**config.mk**
```make
export PLATFORM = sky130hd
export DESIGN_NAME = lj_div
export DESIGN_NICKNAME = d
export VERILOG_FILES = /design/src/rtl/core/lj_pkg.sv /design/src/rtl/core/lj_div.sv
export SDC_FILE = /design/constraint.sdc
export NUM_CORES = 1
export LEC_CHECK = 0
export BUFFER_PORTS_ARGS = -buffer_cell sky130_fd_sc_hd__buf_2
export CORE_UTILIZATION = 50
export CTS_BUF_LIST = sky130_fd_sc_hd__clkbuf_8
export DETAILED_ROUTE_END_ITERATION = 8
export PLACE_DENSITY = 0.72
export SYNTH_ARGS = -nofsm -noshare
export SYNTH_HDL_FRONTEND = slang
export SYNTH_SLANG_ARGS = --single-unit
```
**constraint.sdc**
```tcl
create_clock -name clk -period 4.25 [get_ports clk]
set_input_delay 0 -clock clk [delete_from_list [all_inputs] [get_ports clk]]
set_output_delay 0 -clock clk [all_outputs]
set_load 0.05 [all_outputs]
```
**src/rtl/core/lj_pkg.sv**
```systemverilog
// ----------------------------------------------------------------------------
// lj_pkg
// Shared types and constants for the Lennard-Jones pair force unit.
// ----------------------------------------------------------------------------
package lj_pkg;

    localparam int ADDR_W = 4;

    localparam logic [1:0] REG_EPSILON = 2'd0;
    localparam logic [1:0] REG_SIGMA   = 2'd1;
    localparam logic [1:0] REG_CUTOFF  = 2'd2;

    localparam logic [31:0] EPSILON_RST = 32'h0001_0000;
    localparam logic [31:0] SIGMA_RST   = 32'h0001_0000;
    localparam logic [31:0] CUTOFF_RST  = 32'h0003_0000;

    localparam logic signed [47:0] F_MAX = 48'sh7FFF_FFFF_FFFF;
    localparam logic signed [47:0] F_MIN = 48'sh8000_0000_0000;

    // Classified pair as it travels from front to back.
    typedef struct packed {
        logic [31:0] ax;
        logic [31:0] ay;
        logic        neg_x;
        logic        neg_y;
        logic        live;
        logic        last;
    } lj_pair_t;

    typedef struct packed {
        logic        start;
        logic [63:0] nh;
        logic [63:0] nl;
        logic [63:0] d;
    } lj_div_req_t;

    typedef struct packed {
        logic        done;
        logic        sat;
        logic [63:0] quo;
    } lj_div_rsp_t;

endpackage

```
**src/rtl/core/lj_div.sv**
```systemverilog
// ----------------------------------------------------------------------------
// lj_div
// Restoring 128-by-64 divider, one quotient bit per cycle, saturating.
// ----------------------------------------------------------------------------
module lj_div (
    input  logic                clk,
    input  logic                rst_n,
    input  lj_pkg::lj_div_req_t req,
    output lj_pkg::lj_div_rsp_t rsp
);
    import lj_pkg::*;

    logic        busy_reg, done_reg, sat_reg;
    logic [5:0]  cnt_reg;
    logic [63:0] rem_reg, nl_reg, d_reg, quo_reg;
    logic [64:0] trial;
    logic [64:0] shifted;

    always_comb
    begin
        shifted = {rem_reg, nl_reg[63]};
        trial   = shifted - {1'b0, d_reg};
    end

    always_ff @(posedge clk)
    begin
        if (req.start)
        begin
            rem_reg <= req.nh;
            nl_reg  <= req.nl;
            d_reg   <= req.d;
            quo_reg <= (req.nh >= req.d) ? '1 : '0;
            sat_reg <= (req.nh >= req.d);
        end
        else if (busy_reg)
        begin
            nl_reg <= {nl_reg[62:0], 1'b0};
            if (!trial[64])
            begin
                rem_reg <= trial[63:0];
                quo_reg <= {quo_reg[62:0], 1'b1};
            end
            else
            begin
                rem_reg <= shifted[63:0];
                quo_reg <= {quo_reg[62:0], 1'b0};
            end
        end
    end

    always_ff @(posedge clk or negedge rst_n)
    begin
        if (!rst_n)
        begin
            busy_reg <= 1'b0;
            done_reg <= 1'b0;
            cnt_reg  <= '0;
        end
        else
        begin
            done_reg <= 1'b0;
            if (req.start)
            begin
                busy_reg <= (req.nh < req.d);
                done_reg <= (req.nh >= req.d);
                cnt_reg  <= 6'd63;
            end
            else if (busy_reg)
            begin
                cnt_reg <= cnt_reg - 6'd1;
                if (cnt_reg == 6'd0)
                begin
                    busy_reg <= 1'b0;
                    done_reg <= 1'b1;
                end
            end
        end
    end

    assign rsp.done = done_reg;
    assign rsp.sat  = sat_reg;
    assign rsp.quo  = quo_reg;

endmodule

```
==> results of run 1 <==
-- cell usage after synthesis, drive strengths merged (6+ instances only) --
cell type,number,share of area
edfxtp,257,0.46
nor2,199,0.045
inv,155,0.035
ha,130,0.097
nand2,126,0.028
a21oi,99,0.031
o21ai,90,0.027
mux2,63,0.042
a21o,60,0.027
clkbuf,56,0.013
mux2i,42,0.025
xnor2,38,0.020
nand4,36,0.013
nor3,27,0.0084
and3,22,0.0082
buf,22,0.0085
xor2,22,0.013
a31oi,17,0.0064
nand3,17,0.0051
o21bai,15,0.0067
a211oi,11,0.0049
o21a,11,0.0049
nor2b,9,0.0034
a221o,8,0.0048
dfrtp,8,0.012
or3,8,0.0030
nand2b,7,0.0026
o31ai,7,0.0031
a211o,6,0.0031
a221oi,6,0.0031
o211ai,6,0.0027
or2,6,0.0024
-- layout by cell type, fill, tap and decap left out, drive strengths merged, types with 27 or more instances in the layout --
| cell type | netlist | layout |
|---|---|---|
| a21o | 60 | 60 |
| a21oi | 99 | 99 |
| buf | 22 | 273 |
| clkbuf | 56 | 47 |
| dlygate4sd3 | 0 | 210 |
| edfxtp | 257 | 257 |
| ha | 130 | 130 |
| inv | 155 | 166 |
| mux2 | 63 | 63 |
| mux2i | 42 | 42 |
| nand2 | 126 | 126 |
| nand4 | 36 | 36 |
| nor2 | 199 | 199 |
| nor3 | 27 | 27 |
| o21ai | 90 | 90 |
| xnor2 | 38 | 38 |
-- cells by family after synthesis --
family | after synthesis | share of synthesized area
AND/OR/NAND/NOR | 478 | 0.1291
adder cells (fa/ha/maj) | 131 | 0.09850
buffers and inverters | 233 | 0.05584
multiplexers | 105 | 0.06759
XOR/XNOR | 60 | 0.03256
flip-flops | 265 | 0.4737
AO/OA/AOI/OAI | 369 | 0.1427
-- layer usage --
layer	wire [um]	track usage	vias up
li1	-	-	6837
met1	19260	0.3297	6657
met2	23220	0.4901	528
met3	3662	0.07393	95
met4	1190	0.08595	0
met5	0	0	-
-- final cells by class --
class / instances / area [sq um]
Timing Repair Buffer: 483 / 3561
Multi-Input combinational cell: 1143 / 7880
Clock inverter: 29 / 219.0
Tap cell: 442 / 553.0
Clock buffer: 47 / 646.9
Antenna cell: 7 / 17.52
Fill cell: 2563 / 11320
Sequential cell: 265 / 7918
Inverter: 155 / 581.8
-- final timing paths --
path / to / depth (start not counted)
hold reg to reg: nl_reg[47]$_DFFE_PP_ / 1
setup reg to reg: rem_reg[0]$_DFFE_PP_ / 13
min in group asynchronous: cnt_reg[1]$_DFFE_PN0P_ / 3
setup / recovery: rem_reg[0]$_DFFE_PP_ / 13
hold / removal: d_reg[18]$_DFFE_PP_ / 2
max in group asynchronous: done_reg$_DFF_PN0_ / 3
-- power by group through the flow --
stage	clock network (mW)	registers, mW	logic, mW
after floorplan	0	4.22	4.72
after global placement	0	3.97	6.30
after detailed placement	0	3.98	6.40
after CTS	2.35	3.95	6.57
after global routing	2.46	4.02	7.31
final	2.32	3.96	6.65
-- per-stage QoR --
stage / hold slack (ns) / cell area (sq um) / instances
6_report: 0.1338 / 21380 / 2571
5_1_grt: 0.1132 / 21380 / 2571
4_1_cts: 0.09457 / 21360 / 2564
3_5_place_dp: -0.1438 / 18390 / 2278
3_3_place_gp: -0.1453 / 18390 / 2278
2_1_floorplan: -0.2956 / 16720 / 1641
==> results.md, run 1 <==
* Worst EP required at 4.54 ns
* Post-synth EDFFs at 257
* Clock share of power at 0.180
* Via count at 14117
* Max VDD drop at roughly 0.64 mV
* WP data arrival at 4.22 ns
* CTS root buf: clkbuf_8
* DRT iter0 DRCs at 882
* Internal power contribution at around 7.5 mW
* RR Startpoint: d_reg[0]$_DFFE_PP_
* Area growth, synth to finish at 27.88%
* Tightest Pin Transition at around 1.0 ns
* Worst Slack Setup Final at approximately 0.31 ns
* Crit path buf inv count at 1
* Maxcap violations at 0
* Avg Inst Size Synth at 10.19 sq um
* Fmax at between 200 and 300 MHz
* Worst hold start: req[18]
* Gr ovfl total at 0
* Layout cells sized above 1 at 0.1942
* DR WL/cell at 18.41 um
* Hold Path Class: in2reg
* Number of remaining DRC errors at 0
* Finished Core Util at 0.6537
* CP startpoint: d_reg[0]$_DFFE_PP_
* Critical path type: reg2reg
* Setup total negative slack at 0 ns
* IO Pins at 261
* Die Wd at 184.8 um
* Max_slew headroom at 0.3111
* Net Sw Frac at 0.4177
* Largest net degree at the start of global routing at 153
* Dominant synthesized flop cell: edfxtp_1
* RSZ-0062 raised after global routing: false
* Die area at 34170 sq um
* Fin crit period at 3.936 ns
* Synth Instances at 1641
* Post-Syn Area at 16720 sq um
* Port bufs at 260
* CP Max Fanout at 20
* Hold-fix buffers, CTS at 210
* Routed WL at 47330 um
* Vias per cell at 5.491
* CTS max path bufs at 3
* Initial antenna violation count at 7
* Worst path cell trace: ha_1 -> fa_1 -> nor2b_1 -> o221ai_2 -> a2111o_1 -> a21oi_2 -> nor3_1 -> or2_4 -> a21oi_4 -> xnor2_2 -> buf_4 -> or3_1 -> o311ai_0
* Detailed placement HPWL at between 30000 and 40000 um
* Initial Util at 0.5112
* Reg2Reg Setup Slack at around 0.31 ns
* P_leak at 9.562 nW
* CTS tree: yes
* Gpl congestion at 0.8982
* Rows at 66
* Total power at 12.93 mW
* Dpl ws at slightly above 0.3 ns
* Net Sw Power at about 5.4 mW
* Number of routed nets with antenna violations at 0
* Post-CTS Setup Inserts at 0
* Power per Cell Area at 604.6 nW/um^2
* Endpoints failing setup at 0
* Max Slew Vio Count at 0
* Final Skew at roughly 0.022 ns
* Core ar. at 32700 sq um
* Seq/Total Area, Yosys at 0.4737
* Vias in the first global route at 14554
* Logic pwr share at 0.514
* CTS-repair resized insts at 0
* Final hold vios at 0
* Synth cell types at 74
* Die Height at ~180 um
* Synth warn at 0
* CP max stage delay at 0.46 ns
* Clk Latency, worst-skew pair at 0.59 ns
* Drt pass-1 iters at 7
* H-tree depth at 2
* First-pass GRT wire length at 74350 um
* Endpoint class of the critical path: register
* Sequential share of power at 0.306
* Register bit count reported by yosys at between 200 and 300
* CP delay by family, top: compound AO/OA/AOI/OAI gates
* CP max stage cell: a2111o_1
* Num CTS Buffers at between 40 and 50
* Worst-path clk slew at 0.06 ns
* Startpoint Class: register
* Syn_nets at roughly 2000
* Global router's overall resource usage at 0.2783
* Ys async rst share at 0.03019
* Final net count at 2420
* Status: completed
* # clock sinks at 265
* Period utilisation layout at 0.9262
(Power assumes the default switching activity.)
==> run 2, diff against run 1 <==
Settings changed: CORE_ASPECT_RATIO from default to 1.1.
==> run 2 against run 1 <==
Net effect: non-clock buffer count down 12; count of clock-buffer cells in the layout up 2; first-iteration DRC count is 4.3% lower; combinational power barely moved; final area fell by 0.61%; critical endpoint is now rem_reg[29]$_DFFE_PP_; highest routed layer unchanged.
==> results.md, run 2 (same netlist as run 1, synthesis figures left out) <==
* Status: completed
* Area growth, synth to finish at 27.10%
* Num CTS Buffers at 46 (unchanged)
* Fmax at 251.7 MHz (-0.91%)
* Global router's overall resource usage at 0.2834 (+0.005155)
* Power per Cell Area at 610.8 nW/um^2 (+1.0%)
* Clock share of power at 0.180 (about the same)
* DR WL/cell at 18.97 um (+3.0%)
* Port bufs at 260 (unchanged)
* Total power at 12.98 mW (+0.40%)
* Final Skew at 0.03500 ns (+0.01332 ns)
* Tightest Pin Transition at 0.8019 ns (-0.2314 ns)
* Max Slew Vio Count at 0 (unchanged)
* Maxcap violations at 0 (unchanged)
* Die area at 34170 sq um (about the same)
* RSZ-0062 raised after global routing: false
* DRT iter0 DRCs at 844 (-4.3%)
* Routed WL at 48270 um (+2.0%)
* Gr ovfl total at 0 (unchanged)
* Die Wd at 176.3 um (-4.6%)
* Commonest cells after routing, fill and taps aside: buf_2 (259), edfxtp_1 (257), dlygate4sd3_1 (200)
* CP startpoint: nl_reg[63]$_DFFE_PP_
* Final hold vios at 0 (unchanged)
* CTS max path bufs at 3 (unchanged)
* RR Startpoint: nl_reg[63]$_DFFE_PP_
* Initial antenna violation count at 4 (-3)
* Net Sw Frac at 0.4223 (+0.004536)
* # clock sinks at 265 (unchanged)
* Critical path type: reg2reg
* CTS root buf: clkbuf_8
* Commonest non-fill, non-tap cell in the layout: buf_2
* Post-CTS Setup Inserts at 0 (unchanged)
* Clk Latency, worst-skew pair at 0.62 ns (+0.03 ns)
* Vias per cell at 5.631 (+2.6%)
* Detailed placement HPWL at 31470 um (about the same)
* Largest net degree at the start of global routing at 131 (-14%)
* Vias in the first global route at 14769 (+1.5%)
* Endpoint class of the critical path: register
* Logic pwr share at 0.514 (about the same)
* Drt pass-1 iters at 5 (-2)
* Worst R2R Path Depth at 14 (+1)
* CTS-repair resized insts at 0 (unchanged)
* Hold Path Class: in2reg
* Endpoints failing setup at 0 (unchanged)
* P_leak at 9.554 nW (about the same)
* Worst-path clk slew at 0.06 ns (about the same)
* Final net count at 2408 (-0.50%)
* IO Pins at 261 (unchanged)
* Max VDD drop at 0.3899 mV (-39%)
* Hold-fix buffers, CTS at 200 (-4.8%)
* Period utilisation layout at 0.9347 (+0.008524)
* Setup crit end: rem_reg[29]$_DFFE_PP_
* Startpoint Class: register
* Fin crit period at 3.972 ns (+0.03623 ns)
* Layout cells sized above 1 at 0.1943 (about the same)
* Die Height at 193.8 um (+4.8%)
* WP data arrival at 4.34 ns (+0.12 ns)
* Fill cell count at 2557 (-0.23%)
* Net Sw Power at 5.480 mW (+1.5%)
* Max_slew headroom at 0.4654 (+0.1543)
* Number of remaining DRC errors at 0 (unchanged)
* Worst EP required at 4.62 ns (+0.08 ns)
* Via count at 14331 (+1.5%)
* Sequential share of power at 0.305 (about the same)
* CP Max Fanout at 20 (unchanged)
* Number of routed nets with antenna violations at 0 (unchanged)
* Initial Util at 0.5122 (+0.001058)
* Rows at 69 (+4.5%)
* Reg2Reg Setup Slack at 0.28 ns (-0.04 ns)
* Setup total negative slack at 0 ns (unchanged)
* CTS tree: yes
* H-tree depth at 2 (unchanged)
* Core ar. at 32630 sq um (-0.21%)
* Gpl congestion at 0.9107 (+1.4%)
* Critical R2R Capture: rem_reg[29]$_DFFE_PP_
* First-pass GRT wire length at 75950 um (+2.2%)
* Internal power contribution at 7.497 mW (-0.38%)
[run 2: cell types whose count changed in the layout (fill, tap and decap cells not counted)]
cell,change
inv_6,+1
buf_4,-3
inv_1,+5
bufinv_16,-1
clkbuf_8,+2
clkinv_8,-2
clkinv_1,-1
inv_8,+1
diode_2,-3
dlygate4sd3_1,-10
buf_12,+1
[run 2: stage by stage]
stage / utilization / hold WS [ns] / cell area [sq um] / cells / worst slack (ns)
finish: 0.6511 / 0.1090 / 21250 / 2545 / 0.2776
global route: 0.6511 / 0.08165 / 21250 / 2545 / 0.02725
CTS: 0.6508 / 0.05792 / 21240 / 2541 / 0.2642
detailed placement: 0.5629 / -0.1494 / 18370 / 2260 / 0.2691
global placement: 0.5629 / -0.1477 / 18370 / 2260 / 0.3363
floorplan: - / -0.2956 / 16720 / 1641 / 0.8505
[run 2: per-layer routing]
metal  vias to the layer above  track usage  part of all wire
met1                      6820       0.3356              0.40
li1                       6826            -                 -
met3                       121      0.07255             0.074
met4                         0       0.1050             0.034
met5                         -            0                 0
met2                       564       0.4911              0.49
[run 2: cell type report]
class,count,area [sq um],area share
Antenna cell,4,10.01,0.0004711
Clock buffer,49,674.4,0.03174
Clock inverter,32,191.4,0.009010
Inverter,155,581.8,0.02738
Multi-Input combinational cell,1143,7880,0.3709
Sequential cell,265,7918,0.3727
Tap cell,426,533.0,0.02509
Timing Repair Buffer,471,3458,0.1628
[run 2: worst min path at each step]
| stage | start | end | cells after the start |
|---|---|---|---|
| after global placement | rst_n | cnt_reg[5]$_DFFE_PN0P_ | 1 |
| after floorplan | rst_n | busy_reg$_DFF_PN0_ | 0 |
| after CTS | req[16] | d_reg[16]$_DFFE_PP_ | 2 |
| after detailed placement | rst_n | cnt_reg[5]$_DFFE_PN0P_ | 1 |
| final | req[47] | d_reg[47]$_DFFE_PP_ | 2 |
| after global routing | req[20] | d_reg[20]$_DFFE_PP_ | 2 |
[run 2: worst max-delay path: stages (launching register included)]
cell and delay (ns):
edfxtp_1 0.32, inv_1 0.05, ha_1 0.21, fa_1 0.41, nor2b_1 0.20, o221ai_2 0.14, a2111o_1 0.46, a21oi_2 0.23
nor3_1 0.11, or2_4 0.30, a21oi_4 0.22, xnor2_2 0.29, buf_4 0.41, nor3_1 0.10, a211o_1 0.29
[run 2: power groups by stage]
stage          sequential (mW)  clock (mW)  combinational, mW
4_1_cts                   3.95        2.36               6.64
2_1_floorplan             4.22           0               4.72
3_5_place_dp              3.98           0               6.46
6_report                  3.96        2.34               6.68
5_1_grt                   4.02        2.48               7.33
3_3_place_gp              3.97           0               6.38
