--- src/rtl/core/lj_pkg.sv ---
// ----------------------------------------------------------------------------
// lj_pkg
// Shared types and constants for the Lennard-Jones pair force unit.
// ----------------------------------------------------------------------------
package lj_pkg;

    localparam int ADDR_W = 4;

    localparam logic [1:0] REG_EPSILON = 2'd0;
    localparam logic [1:0] REG_SIGMA   = 2'd1;
    localparam logic [1:0] REG_CUTOFF  = 2'd2;

    localparam logic [31:0] EPSILON_RST = 32'h0001_0000;
    localparam logic [31:0] SIGMA_RST   = 32'h0001_0000;
    localparam logic [31:0] CUTOFF_RST  = 32'h0003_0000;

    localparam logic signed [47:0] F_MAX = 48'sh7FFF_FFFF_FFFF;
    localparam logic signed [47:0] F_MIN = 48'sh8000_0000_0000;

    // Classified pair as it travels from front to back.
    typedef struct packed {
        logic [31:0] ax;
        logic [31:0] ay;
        logic        neg_x;
        logic        neg_y;
        logic        live;
        logic        last;
    } lj_pair_t;

    typedef struct packed {
        logic        start;
        logic [63:0] nh;
        logic [63:0] nl;
        logic [63:0] d;
    } lj_div_req_t;

    typedef struct packed {
        logic        done;
        logic        sat;
        logic [63:0] quo;
    } lj_div_rsp_t;

endpackage

--- src/rtl/core/lj_pair_if.sv ---
// ----------------------------------------------------------------------------
// lj_pair_if
// Input channel: home and neighbor positions plus last-neighbor mark.
// ----------------------------------------------------------------------------
interface lj_pair_if;
    logic               valid;
    logic               ready;
    logic signed [31:0] atom_x;
    logic signed [31:0] atom_y;
    logic signed [31:0] neighbor_x;
    logic signed [31:0] neighbor_y;
    logic               last_neighbor;

    modport source (output valid, atom_x, atom_y, neighbor_x, neighbor_y, last_neighbor,
                    input ready);
    modport sink   (input valid, atom_x, atom_y, neighbor_x, neighbor_y, last_neighbor,
                    output ready);
endinterface

--- src/rtl/core/lj_front.sv ---
// ----------------------------------------------------------------------------
// lj_front
// Accept pair words, form distance magnitudes, classify, and queue them.
// ----------------------------------------------------------------------------
module lj_front (
    input  logic             clk,
    input  logic             rst_n,
    lj_pair_if.sink          pair,
    input  logic [31:0]      cutoff,
    output lj_pkg::lj_pair_t head,
    output logic             head_valid,
    input  logic             pop
);
    import lj_pkg::*;

    logic signed [32:0] dx, dy;
    logic [32:0]        mx, my;
    lj_pair_t           item;
    lj_pair_t           mem [2];
    logic               wptr_reg, rptr_reg;
    logic [1:0]         count_reg;
    logic               push;

    always_comb
    begin
        dx = {pair.atom_x[31], pair.atom_x} - {pair.neighbor_x[31], pair.neighbor_x};
        dy = {pair.atom_y[31], pair.atom_y} - {pair.neighbor_y[31], pair.neighbor_y};
        mx = dx[32] ? 33'(-dx) : 33'(dx);
        my = dy[32] ? 33'(-dy) : 33'(dy);
        item.ax    = mx[31:0];
        item.ay    = my[31:0];
        item.neg_x = dx[32];
        item.neg_y = dy[32];
        item.live  = ((mx | my) != 33'd0) && (mx <= {1'b0, cutoff})
                     && (my <= {1'b0, cutoff});
        item.last  = pair.last_neighbor;
    end

    assign pair.ready = (count_reg != 2'd2);
    assign push       = pair.valid && pair.ready;
    assign head       = mem[rptr_reg];
    assign head_valid = (count_reg != 2'd0);

    always_ff @(posedge clk)
    begin
        if (push)
        begin
            mem[wptr_reg] <= item;
        end
    end

    always_ff @(posedge clk or negedge rst_n)
    begin
        if (!rst_n)
        begin
            wptr_reg  <= 1'b0;
            rptr_reg  <= 1'b0;
            count_reg <= 2'd0;
        end
        else
        begin
            if (push)
                wptr_reg <= ~wptr_reg;
            if (pop)
                rptr_reg <= ~rptr_reg;
            count_reg <= count_reg + 2'(push) - 2'(pop);
        end
    end

endmodule

--- src/flat_wrapper.sv ---
// flat-port wrapper written by rule: the top's interface ports become plain ports
module lj_front_flat import lj_pkg::*;
  (clk, rst_n, cutoff, head, head_valid, pop, pair_valid, pair_atom_x, pair_atom_y, pair_neighbor_x, pair_neighbor_y, pair_last_neighbor, pair_ready);
  lj_pair_if pair_i ();
  input  logic clk;
  input  logic rst_n;
  input  logic [31:0] cutoff;
  output lj_pkg::lj_pair_t head;
  output logic head_valid;
  input  logic pop;
  input wire logic [$bits(pair_i.valid)-1:0] pair_valid;
  input wire logic [$bits(pair_i.atom_x)-1:0] pair_atom_x;
  input wire logic [$bits(pair_i.atom_y)-1:0] pair_atom_y;
  input wire logic [$bits(pair_i.neighbor_x)-1:0] pair_neighbor_x;
  input wire logic [$bits(pair_i.neighbor_y)-1:0] pair_neighbor_y;
  input wire logic [$bits(pair_i.last_neighbor)-1:0] pair_last_neighbor;
  output wire logic [$bits(pair_i.ready)-1:0] pair_ready;
  assign pair_i.valid = pair_valid;
  assign pair_i.atom_x = pair_atom_x;
  assign pair_i.atom_y = pair_atom_y;
  assign pair_i.neighbor_x = pair_neighbor_x;
  assign pair_i.neighbor_y = pair_neighbor_y;
  assign pair_i.last_neighbor = pair_last_neighbor;
  assign pair_ready = pair_i.ready;
  lj_front u_core (.clk(clk), .rst_n(rst_n), .pair(pair_i), .cutoff(cutoff), .head(head), .head_valid(head_valid), .pop(pop));
endmodule
--- config.mk ---
export PLATFORM = sky130hd
export DESIGN_NAME = lj_front_flat
export DESIGN_NICKNAME = d
export VERILOG_FILES = /design/src/rtl/core/lj_pkg.sv /design/src/rtl/core/lj_pair_if.sv /design/src/rtl/core/lj_front.sv /design/src/flat_wrapper.sv
export SDC_FILE = /design/constraint.sdc
export NUM_CORES = 1
export LEC_CHECK = 0
export BUFFER_PORTS_ARGS = -buffer_cell sky130_fd_sc_hd__buf_2
export CAP_MARGIN = 20
export CELL_PAD_IN_SITES_DETAIL_PLACEMENT = 1
export CELL_PAD_IN_SITES_GLOBAL_PLACEMENT = 1
export CORE_MARGIN = 8
export CORE_UTILIZATION = 40
export DETAILED_ROUTE_END_ITERATION = 6
export GPL_TIMING_DRIVEN = 1
export PLACE_DENSITY = 0.74
export SLEW_MARGIN = 0
export SYNTH_ARGS = -nofsm -noshare
export SYNTH_HDL_FRONTEND = slang
export SYNTH_SLANG_ARGS = --single-unit
export TNS_END_PERCENT = 10
--- constraint.sdc ---
create_clock -name clk -period 5.3 [get_ports clk]
set_clock_uncertainty 0.15 [all_clocks]
set_input_delay 0.795 -clock clk [delete_from_list [all_inputs] [get_ports clk]]
set_output_delay 0.795 -clock clk [all_outputs]
set_load 0.005 [all_outputs]
==> metrics.md, run 1 <==
| Metric | Value |
|---|---|
| Slowest-stage cell, CP | fa_2 |
| Area leader, netlist | edfxtp_1 |
| Post-synth EDFFs | around 140 |
| Data required, critical path | 5.45 ns |
| TritonCTS clock tree | yes |
| Min Clock Period, post-route | 5.45 ns |
| H-tree depth | 4 |
| Post-synth top cells | edfxtp_1, ha_1, inv_1, nand2_1, a21oi_1 |
| Remaining antenna violation count | 0 |
| VDD IR max | 0.000294 V |
| Cell Int Power | 4200 uW |
| IO Pins | 235 |
| Fmax | around 180 MHz |
| Clock buffer depth | 2 |
| Ranking of synthesized cells by area | edfxtp_1, ha_1, mux2_2, xnor2_1, a21oi_1 |
| WP data arrival | 5.60 ns |
| Crit path launch | pair_atom_x[0] |
| Max_cap viols | 0 |
| Clock power frac | a little under a fifth |
| Hold path depth | 1 |
| Fraction of layout cells with a size suffix above 1 | 41.3% |
| Initial antenna violation count | 0 |
| Comb pwr share | ~55% |
| Placer Congestion | 0.977 |
| Via density | about 5.6 |
| CP max FO | 4 |
| Avg WL per Cell | between 20 and 25 um |
| Layout area overhead | 44.0% |
| Mapped Cells | 1412 |
| Max reg flops | 136 |
| Crit Path Category | input port to flip-flop |
| Port Buffer Count | 234 |
| Post-route cell area | 18700 sq um |
| Die X | 196 um |
| Die area | 38500 sq um |
| Gr ovfl total | 0 |
| Most used standard cell by instance count after synthesis | edfxtp_1 |
| CP endpoint kind | flip-flop |
| Clock Pin Slew Worst Setup and Hold Paths | 0.08 ns |
| RSZ-0062 raised after global routing | yes |
| Global Route Usage Sum | 27.5% |
| Relative max-transition margin | 25.1% |
| Post-synthesis sequential area ratio | 32.2% |
| CTS Buf Count | 17 |
| Starting DRT DRC Count | 848 |
| Leakage Power | 0.00859 uW |
| Global-route wire length before repair | 83600 um |
| Pin count of the biggest net entering global routing | 41 |
| Reg2Reg Depth | 3 |
| Skew-Pair Late Insertion Delay | 0.44 ns |
| CTS Sinks | 140 |
| Final hold vios | 0 |
| Drt pass-1 iters | 7 |
| DR vias | 13939 |
| DRC violations left | 0 |
| Die Y | 196 um |
| Final Max Slew Viols | 0 |
| Worst hold start | u_core.count_reg[1] |
| Net load switching power | 2870 uW |
| Post-synth top area share | 31.5% |
| Synth Area per Inst | slightly above 9 sq um |
| Cell variety after synth | 92 |
| Pwr/cell area | between 300 and 400 nW/um^2 |
| Outcome | complete, but fails checks |
| Sw Share | 40.6% |
| ANT cells | 0 |
| Slew of the pin with the lowest slew margin | between 1 and 1.5 ns |
| Mapped Nets | 1711 |
| Flop pwr share | 26.2% |
| FF-to-FF Start | u_core.count_reg[1] |
| Total Wirelength | between 50000 and 60000 um |
| Yosys warns | 0 |
| Tcrit/Tclk final | 103% |
| Post-DP HPWL | 43200 um |
| Total Nets Final | 2326 |
| Starting Density | 40.2% |
| Top FF cell, synth | edfxtp_1 |
| Max incr delay on CP | between 0.4 and 0.5 ns |
| Worst setup SP type | input port |
| Number of global-route vias before repair | 14848 |
| Setup Viol. Count Final | 2 |
| Syn Std Cell Area | 13000 sq um |
| # rows | 66 |
| Failing checks | setup timing |
| CTS root buffer | clkbuf_16 |
| Core ar. | 32300 sq um |
| Setup ws final | -0.152 ns |
| Area after DPL | about 17000 sq um |
| #FFs+latches synth | 140 |
| Async SR Flop Fraction | 2.86% |
| Worst hold path class | flip-flop to flip-flop |
| Total negative slack | -0.304 ns |
worst max-delay path, delay by kind of cell:
| family | cells | cell delay (ns) |
|---|---|---|
| compound gates | 12 | 2.01 |
| xor+xnor | 1 | 0.19 |
| fa+ha+maj | 3 | 0.89 |
| buf+inv | 6 | 0.66 |
| simple gates | 7 | 1.06 |
cell families (layout without fill, tap and decap cells):
kind of cell | Yosys count | count (layout) | share of synthesized area, %
flip-flops | 140 | 140 | 32.2
XOR/XNOR | 107 | 107 | 7.28
AND/OR/NAND/NOR | 423 | 423 | 16.8
AO/OA/AOI/OAI | 375 | 375 | 19.3
buffers and inverters | 158 | 786 | 4.85
adder cells (fa/ha/maj) | 134 | 134 | 13.0
multiplexers | 75 | 75 | 6.48
layer usage:
layer / wire length [um] / global-route usage [%] / vias to the layer above
met5: 0 / 0 / -
met1: 23000 / 33.8 / 6832
met4: 1690 / 9.49 / 0
li1: - / - / 6488
met3: 2850 / 4.15 / 114
met2: 27600 / 48.3 / 505
final cells by class:
cell class              count  area (sq um)
fillers                  3768         13600
multi-input cells        1114          8650
repair buffers            638          4260
flip-flops and latches    140          4190
well taps                 442           553
inverters                 116           440
clock buffers              17           425
clock inverters            15           196
power groups by stage:
| stage | Clock, uW | Sequential (uW) | Combinational [uW] |
|---|---|---|---|
| finish | 1300 | 1850 | 3920 |
| floorplan | 0 | 1770 | 1860 |
| CTS | 1310 | 1850 | 3800 |
| global route | 1340 | 1870 | 4170 |
| detailed placement | 0 | 1860 | 3660 |
| global placement | 0 | 1830 | 3500 |
cells in the final DEF (no fill, tap or decap), types with 14 or more instances in the layout:
cell type,Yosys,layout
clkbuf_16,0,17
ha_1,132,120
nand2b_1,16,15
and3_1,15,14
inv_1,116,111
o21ai_0,89,74
nor2_1,81,79
nor4_1,17,16
and2_1,14,14
edfxtp_1,136,136
buf_4,0,400
mux2_2,72,72
nor3_1,31,27
xor2_1,44,42
nor2b_1,17,16
xnor2_1,62,56
buf_2,5,230
nand4_1,26,26
a21oi_1,102,94
nand3_1,28,27
a21o_1,40,40
o21ai_1,5,18
nand2_1,116,114
final timing paths:
kind	end	slack [ns]
max in group asynchronous	u_core.rptr_reg	4.30
min in group asynchronous	u_core.rptr_reg	0.55
hold reg to reg	u_core.count_reg[1]	0.37
setup reg to reg	u_core.mem[1][23]	2.72
hold / removal	u_core.count_reg[1]	0.37
setup / recovery	u_core.mem[1][1]	-0.15
metrics by stage:
stage / utilization (%) / hold slack [ns] / worst slack (ns) / std cells / total power (uW)
after global routing: 57.9 / 0.387 / -0.444 / 2482 / 7390
after floorplan: - / 0.309 / -0.242 / 1412 / 3640
after detailed placement: 54.0 / 0.371 / -0.791 / 2424 / 5520
after CTS: 57.2 / 0.383 / -0.0835 / 2473 / 6960
after global placement: 54.0 / 0.325 / -0.632 / 2424 / 5330
final: 57.9 / 0.375 / -0.152 / 2482 / 7070
repair_timing:
item | 4_1_cts | 5_1_grt
buffers inserted | 16 | 9
pin swaps | 41 | 27
gates resized for setup | 47 | 37
hold buffers | 1 | 0
gates cloned | 0 | 0
endpoints found under the hold margin | 4 | 0
endpoints found under the setup margin | 2 | 2
Note: power is estimated with default switching activity, not from simulation.
==> run 2: changes to the inputs <==
PLACE_DENSITY = default   (was 0.74)
PLACE_DENSITY_LB_ADDON = 0.1   (was default)
==> metrics.md, run 2 (synthesis results as in run 1) <==
| Metric | Value |
|---|---|
| Outcome | complete, but fails checks |
| Failing checks | setup timing |
| Die area | 38500 sq um (unchanged) |
| Worst hold path class | input port to asynchronous set/reset pin |
| Starting DRT DRC Count | 729 (-14%) |
| Number of global-route vias before repair | 14352 (-3.3%) |
| Pwr/cell area | 366 nW/um^2 (-3.2%) |
| Clock power frac | 16.7% (-1.7 points) |
| Die X | 196 um (unchanged) |
| CTS Sinks | 140 (unchanged) |
| Initial antenna violation count | 0 (unchanged) |
| Crit Path Category | input port to flip-flop |
| Slew of the pin with the lowest slew margin | 0.948 ns (-0.175 ns) |
| Data required, critical path | 5.42 ns (-0.03 ns) |
| Avg WL per Cell | 20.1 um (-9.3%) |
| Tcrit/Tclk final | 102% (-0.41 points) |
| ANT cells | 0 (unchanged) |
| CTS root buffer | clkbuf_16 |
| Commonest non-fill, non-tap cells in the layout | buf_4, buf_2, edfxtp_1 |
| Layout area overhead | 41.5% |
| FF-to-FF Start | u_core.count_reg[1] |
| Max_cap viols | 0 (unchanged) |
| VDD IR max | 0.000311 V (+5.8%) |
| Die Y | 196 um (unchanged) |
| IO Pins | 235 (unchanged) |
| TritonCTS clock tree | yes |
| RSZ-0062 raised after global routing | yes |
| Setup ws final | -0.131 ns (+0.0216 ns) |
| Net load switching power | 2570 uW (-11%) |
| WP data arrival | 5.55 ns (-0.05 ns) |
| Comb pwr share | 56.3% (+0.9 points) |
| Reg2reg setup slack | 3.11 ns (+0.39 ns) |
| Clock Pin Slew Worst Setup and Hold Paths | 0.06 ns (-0.02 ns) |
| Reg2Reg Depth | 3 (unchanged) |
| Via density | 5.38 (-4.2%) |
| CP endpoint kind | flip-flop |
| Setup Viol. Count Final | 2 (unchanged) |
| Fmax | 184 MHz (+0.40%) |
| Starting Density | 40.2% (unchanged) |
| Relative max-transition margin | 36.8% (+12 points) |
| Final Total Pwr | 6720 uW (-4.9%) |
| DRC violations left | 0 (unchanged) |
| DR vias | 13258 (-4.9%) |
| Cell Int Power | 4150 uW (-1.1%) |
| Leakage Power | 0.00845 uW (-1.6%) |
| Final Max Slew Viols | 0 (unchanged) |
| CP max FO | 4 (unchanged) |
| Leading cell type in the layout, fill and taps excluded | buf_4 |
| # rows | 66 (unchanged) |
| Global-route wire length before repair | 77600 um (-7.2%) |
| Pin count of the biggest net entering global routing | 69 (+68%) |
| Sw Share | 38.2% (-2.4 points) |
| Max reg flops | 136 (unchanged) |
| Gr ovfl total | 0 (unchanged) |
| Reg-to-reg critical path endpoint | u_core.mem[1][36] |
| Flop pwr share | 27.1% (+0.9 points) |
| Drt pass-1 iters | 6 (-1) |
| Skew-Pair Late Insertion Delay | 0.42 ns (-0.02 ns) |
| Global Route Usage Sum | 25.3% (-2.2 points) |
| H-tree depth | 4 (unchanged) |
| Placer Congestion | 0.977 (about the same) |
| Remaining antenna violation count | 0 (unchanged) |
| Worst setup SP type | input port |
| Min Clock Period, post-route | 5.43 ns (-0.0216 ns) |
| Hold_buf cts | 0 (-1) |
| Total negative slack | -0.258 ns (+0.0464 ns) |
| Total Nets Final | 2310 (-0.69%) |
| CTS Buf Count | 17 (unchanged) |
| Port Buffer Count | 234 (unchanged) |
| Total Wirelength | 49600 um (-9.9%) |
| Post-DP HPWL | 41400 um (-4.3%) |
| Clock buffer depth | 2 (unchanged) |
| Core ar. | 32300 sq um (unchanged) |
| Final hold vios | 0 (unchanged) |
| Fraction of layout cells with a size suffix above 1 | 40.1% (-1.2 points) |
## run 2: metrics by stage
stage	hold slack, ns	utilization, %	setup WS (ns)	std cells	instance area, sq um
4_1_cts	0.00592	56.4	-0.0311	2457	18200
2_1_floorplan	0.309	-	-0.242	1412	13000
5_1_grt	0.0115	56.9	-0.338	2465	18400
3_3_place_gp	0.324	53.9	-0.531	2421	17400
6_report	0.0246	56.9	-0.131	2465	18400
3_5_place_dp	0.381	53.9	-0.711	2421	17400
## run 2: worst max-delay path by stage
stage / start / end / slack [ns] / cells past startpoint
2_1_floorplan: pair_neighbor_y[8] / u_core.mem[0][1] / -0.24 / 27
3_3_place_gp: pair_atom_x[0] / u_core.mem[0][1] / -0.53 / 28
3_5_place_dp: pair_neighbor_y[11] / u_core.mem[1][1] / -0.71 / 26
4_1_cts: pair_neighbor_y[2] / u_core.mem[1][1] / -0.03 / 26
5_1_grt: pair_atom_x[0] / u_core.mem[1][1] / -0.34 / 28
6_report: pair_atom_x[0] / u_core.mem[1][1] / -0.13 / 28
## run 2: cell type report
cell class	count	area (sq um)
inverters	116	438
repair buffers	622	4100
flip-flops and latches	140	4190
multi-input cells	1114	8560
clock buffers	21	440
well taps	442	553
clock inverters	10	100
fillers	3853	13900
## run 2: what timing repair did
action | CTS | global route
pin swaps | 21 | 28
buffers inserted | 5 | 8
gates resized for setup | 41 | 26
endpoints found under the setup margin | 2 | 2
cloned | 0 | 0
hold endpoints to repair | 0 | 0
## run 2: power by group through the flow
stage | registers, uW | logic (uW) | clock network, uW
4_1_cts | 1820 | 3720 | 1140
3_3_place_gp | 1800 | 3490 | 0
3_5_place_dp | 1830 | 3620 | 0
5_1_grt | 1850 | 4070 | 1170
6_report | 1820 | 3780 | 1120
2_1_floorplan | 1770 | 1860 | 0
## run 2: worst max-delay path: stages
cell and delay, ns:
buf_6 0.10, inv_4 0.05, ha_4 0.13, fa_2 0.23, nor2b_4 0.06, o31ai_4 0.31, a21oi_2 0.11, or3_4 0.41
a2111oi_4 0.38, buf_4 0.19, nand2_4 0.05, nor3_4 0.23, a31oi_1 0.13, xnor2_1 0.23, ha_1 0.28, a21o_1 0.18
a21o_1 0.15, a21o_1 0.16, a21o_1 0.15, a21o_1 0.17, a21o_1 0.19, a21oi_2 0.16, o221ai_2 0.10, a21oi_1 0.16
o21ai_1 0.08, o21ai_1 0.11, nand3_2 0.09, a21oi_2 0.14
## run 2: layer usage
metal,vias up,routed length (um),track usage (%)
met3,75,2130,4.01
met1,6429,23300,33.9
met4,0,1210,7.16
met5,-,0,0
met2,313,23000,41.6
li1,6441,-,-
==> run 3: changes to the inputs <==
HOLD_SLACK_MARGIN = 0.1   (was default)
clock period = 4.4 ns   (was 5.3 ns; I/O delays follow)
==> metrics.md, run 3 (synthesis results as in run 1) <==
| Metric | Value |
|---|---|
| Outcome | complete, but fails checks |
| Failing checks | setup timing |
| Final Max Slew Viols | 0 (unchanged) |
| Initial antenna violation count | 0 (unchanged) |
| Max reg flops | 136 (unchanged) |
| Setup ws final | -0.904 ns (-0.774 ns) |
| Slew of the pin with the lowest slew margin | 0.970 ns (+0.0219 ns) |
| Skew-Pair Late Insertion Delay | 0.41 ns (about the same) |
| CTS root buffer | clkbuf_16 |
| Commonest non-fill, non-tap cells in the layout | buf_4, buf_2, edfxtp_1 |
| Sw Share | 37.8% (-0.44 points) |
| Clock Pin Slew Worst Setup and Hold Paths | 0.06 ns (about the same) |
| CP max FO | 7 (+3) |
| Total negative slack | -1.81 ns (-1.55 ns) |
| Die X | 196 um (unchanged) |
| DRC violations left | 0 (unchanged) |
| Data required, critical path | 4.52 ns (-0.90 ns) |
| CP most frequent cell | a21oi_2 |
| Min Clock Period, post-route | 5.30 ns |
| Area after DPL | 18000 sq um (+3.5%) |
| Pin count of the biggest net entering global routing | 69 (unchanged) |
| # rows | 66 (unchanged) |
| Max incr delay on CP | 0.54 ns (+0.13 ns) |
| Fmax | around 190 MHz |
| Core ar. | 32300 sq um (unchanged) |
| Layout area overhead | 45.7% |
| Comb pwr share | 56.6% (+0.3 points) |
| Post-route cell area | 18900 sq um (+2.9%) |
| Flop pwr share | 26.2% (-0.9 points) |
| Worst setup SP type | input port |
| Setup Viol. Count Final | 2 (unchanged) |
| H-tree depth | 4 (unchanged) |
| Worst hold path class | input port to flip-flop |
| Grt met3 use | 3.98% (-0.034 points) |
| Die Y | 196 um (unchanged) |
| Pwr/cell area | 434 nW/um^2 (+19%) |
| Clock buffer depth | 2 (unchanged) |
| FF-to-FF Start | u_core.count_reg[1] |
| Slowest-stage cell, CP | or4_4 |
| VDD IR max | 0.000583 V (+88%) |
| Met2 Use GR | 42.9% (+1.2 points) |
| Met1 usage | 34.0% (+0.12 points) |
| CP endpoint kind | flip-flop |
| Reg2Reg Depth | 4 (+1) |
| Avg WL per Cell | 19.9 um (-1.3%) |
| Placer Congestion | 0.985 (+0.91%) |
| Clock power frac | 17.1% (+0.4 points) |
| Net load switching power | 3100 uW (+21%) |
| Die area | 38500 sq um (unchanged) |
| CTS Buf Count | 17 (unchanged) |
| Cell Int Power | 5110 uW (+23%) |
| Crit Path Category | input port to flip-flop |
| ANT cells | 0 (unchanged) |
| RSZ-0062 raised after global routing | yes |
| Reg-to-reg critical path endpoint | u_core.mem[0][40] |
| Total Wirelength | 50600 um (+2.0%) |
| Relative max-transition margin | 35.3% (-1.5 points) |
| DR vias | 13583 (+2.5%) |
| Fraction of layout cells with a size suffix above 1 | 41.9% (+1.8 points) |
| Starting DRT DRC Count | 603 (-17%) |
| Via density | 5.33 (-0.85%) |
| Global-route wire length before repair | 79500 um (+2.5%) |
| Total Nets Final | 2391 (+3.5%) |
| Final Total Pwr | 8210 uW (+22%) |
| Busiest metal layer after global routing | met2 |
| Final hold vios | 0 (unchanged) |
| Starting Density | 40.2% (unchanged) |
| Post-DP HPWL | 42400 um (+2.5%) |
| Drt pass-1 iters | 5 (-1) |
| Port Buffer Count | 234 (unchanged) |
| IO Pins | 235 (unchanged) |
| TritonCTS clock tree | yes |
| Max_cap viols | 0 (unchanged) |
| Leakage Power | 0.00885 uW (+4.7%) |
| CP endpoint | u_core.mem[0][1] |
| Gr ovfl total | 0 (unchanged) |
| Crit path launch | pair_neighbor_y[6] |
| CTS Sinks | 140 (unchanged) |
| Remaining antenna violation count | 0 (unchanged) |
| WP data arrival | 5.42 ns (-0.13 ns) |
| Global Route Usage Sum | 25.8% (+0.53 points) |
| Reg2reg setup slack | 2.32 ns (-0.79 ns) |
| Leading cell type in the layout, fill and taps excluded | buf_4 |
| Tcrit/Tclk final | 121% |
| Number of global-route vias before repair | 14630 (+1.9%) |
[run 3: final cells by class]
type	count	area (sq um)
Multi-Input combinational cell	1114	8470
Inverter	116	435
Clock buffer	25	485
Fill cell	3835	13400
Clock inverter	7	90.1
Timing Repair Buffer	703	4700
Sequential cell	140	4190
Tap cell	442	553
[run 3: worst min-delay path by stage]
stage | from | to | slack, ns | cells past startpoint
after floorplan | rst_n | u_core.count_reg[0] | 0.21 | 0
after global placement | rst_n | u_core.count_reg[1] | 0.32 | 1
after detailed placement | rst_n | u_core.count_reg[0] | 0.32 | 1
after CTS | pair_last_neighbor | u_core.mem[0][0] | 0.28 | 1
after global routing | pair_last_neighbor | u_core.mem[1][0] | 0.28 | 1
final | pair_last_neighbor | u_core.mem[0][0] | 0.29 | 1
[run 3: critical path: cells and delay by family]
| family | cells | cell delay [ns] |
|---|---|---|
| AOI/OAI and AO/OA | 12 | 1.85 |
| and+or+nand+nor | 9 | 1.57 |
| adders and majority gates | 2 | 0.65 |
| buffers and inverters | 4 | 0.45 |
| xor gates and xnor gates | 1 | 0.22 |
[run 3: power groups by stage]
stage,clock [uW],sequential (uW),combinational [uW]
3_3_place_gp,0,2130,4320
3_5_place_dp,0,2170,4500
2_1_floorplan,0,2140,2240
6_report,1410,2150,4650
5_1_grt,1450,2190,5000
4_1_cts,1420,2160,4610
[run 3: repair_timing]
action,CTS,global route
hold buffers,1,0
hold endpoints to repair,4,0
endpoints found under the setup margin,2,2
resized for setup,32,12
setup buffers,9,3
pin swaps,25,13
[run 3: per-stage QoR]
step | worst slack, ns | hold slack [ns] | cells | utilization [%]
floorplan | -1.01 | 0.214 | 1412 | -
global placement | -1.28 | 0.320 | 2502 | 55.8
detailed placement | -1.53 | 0.325 | 2502 | 55.8
CTS | -0.818 | 0.282 | 2544 | 58.3
global route | -1.15 | 0.285 | 2547 | 58.6
finish | -0.904 | 0.295 | 2547 | 58.6
[run 3: metal layers]
metal  up-vias  wire, um
met5         -         0
met1      6535     23400
met2       363     23500
met4         0      1390
li1       6609         -
met3        76      2390
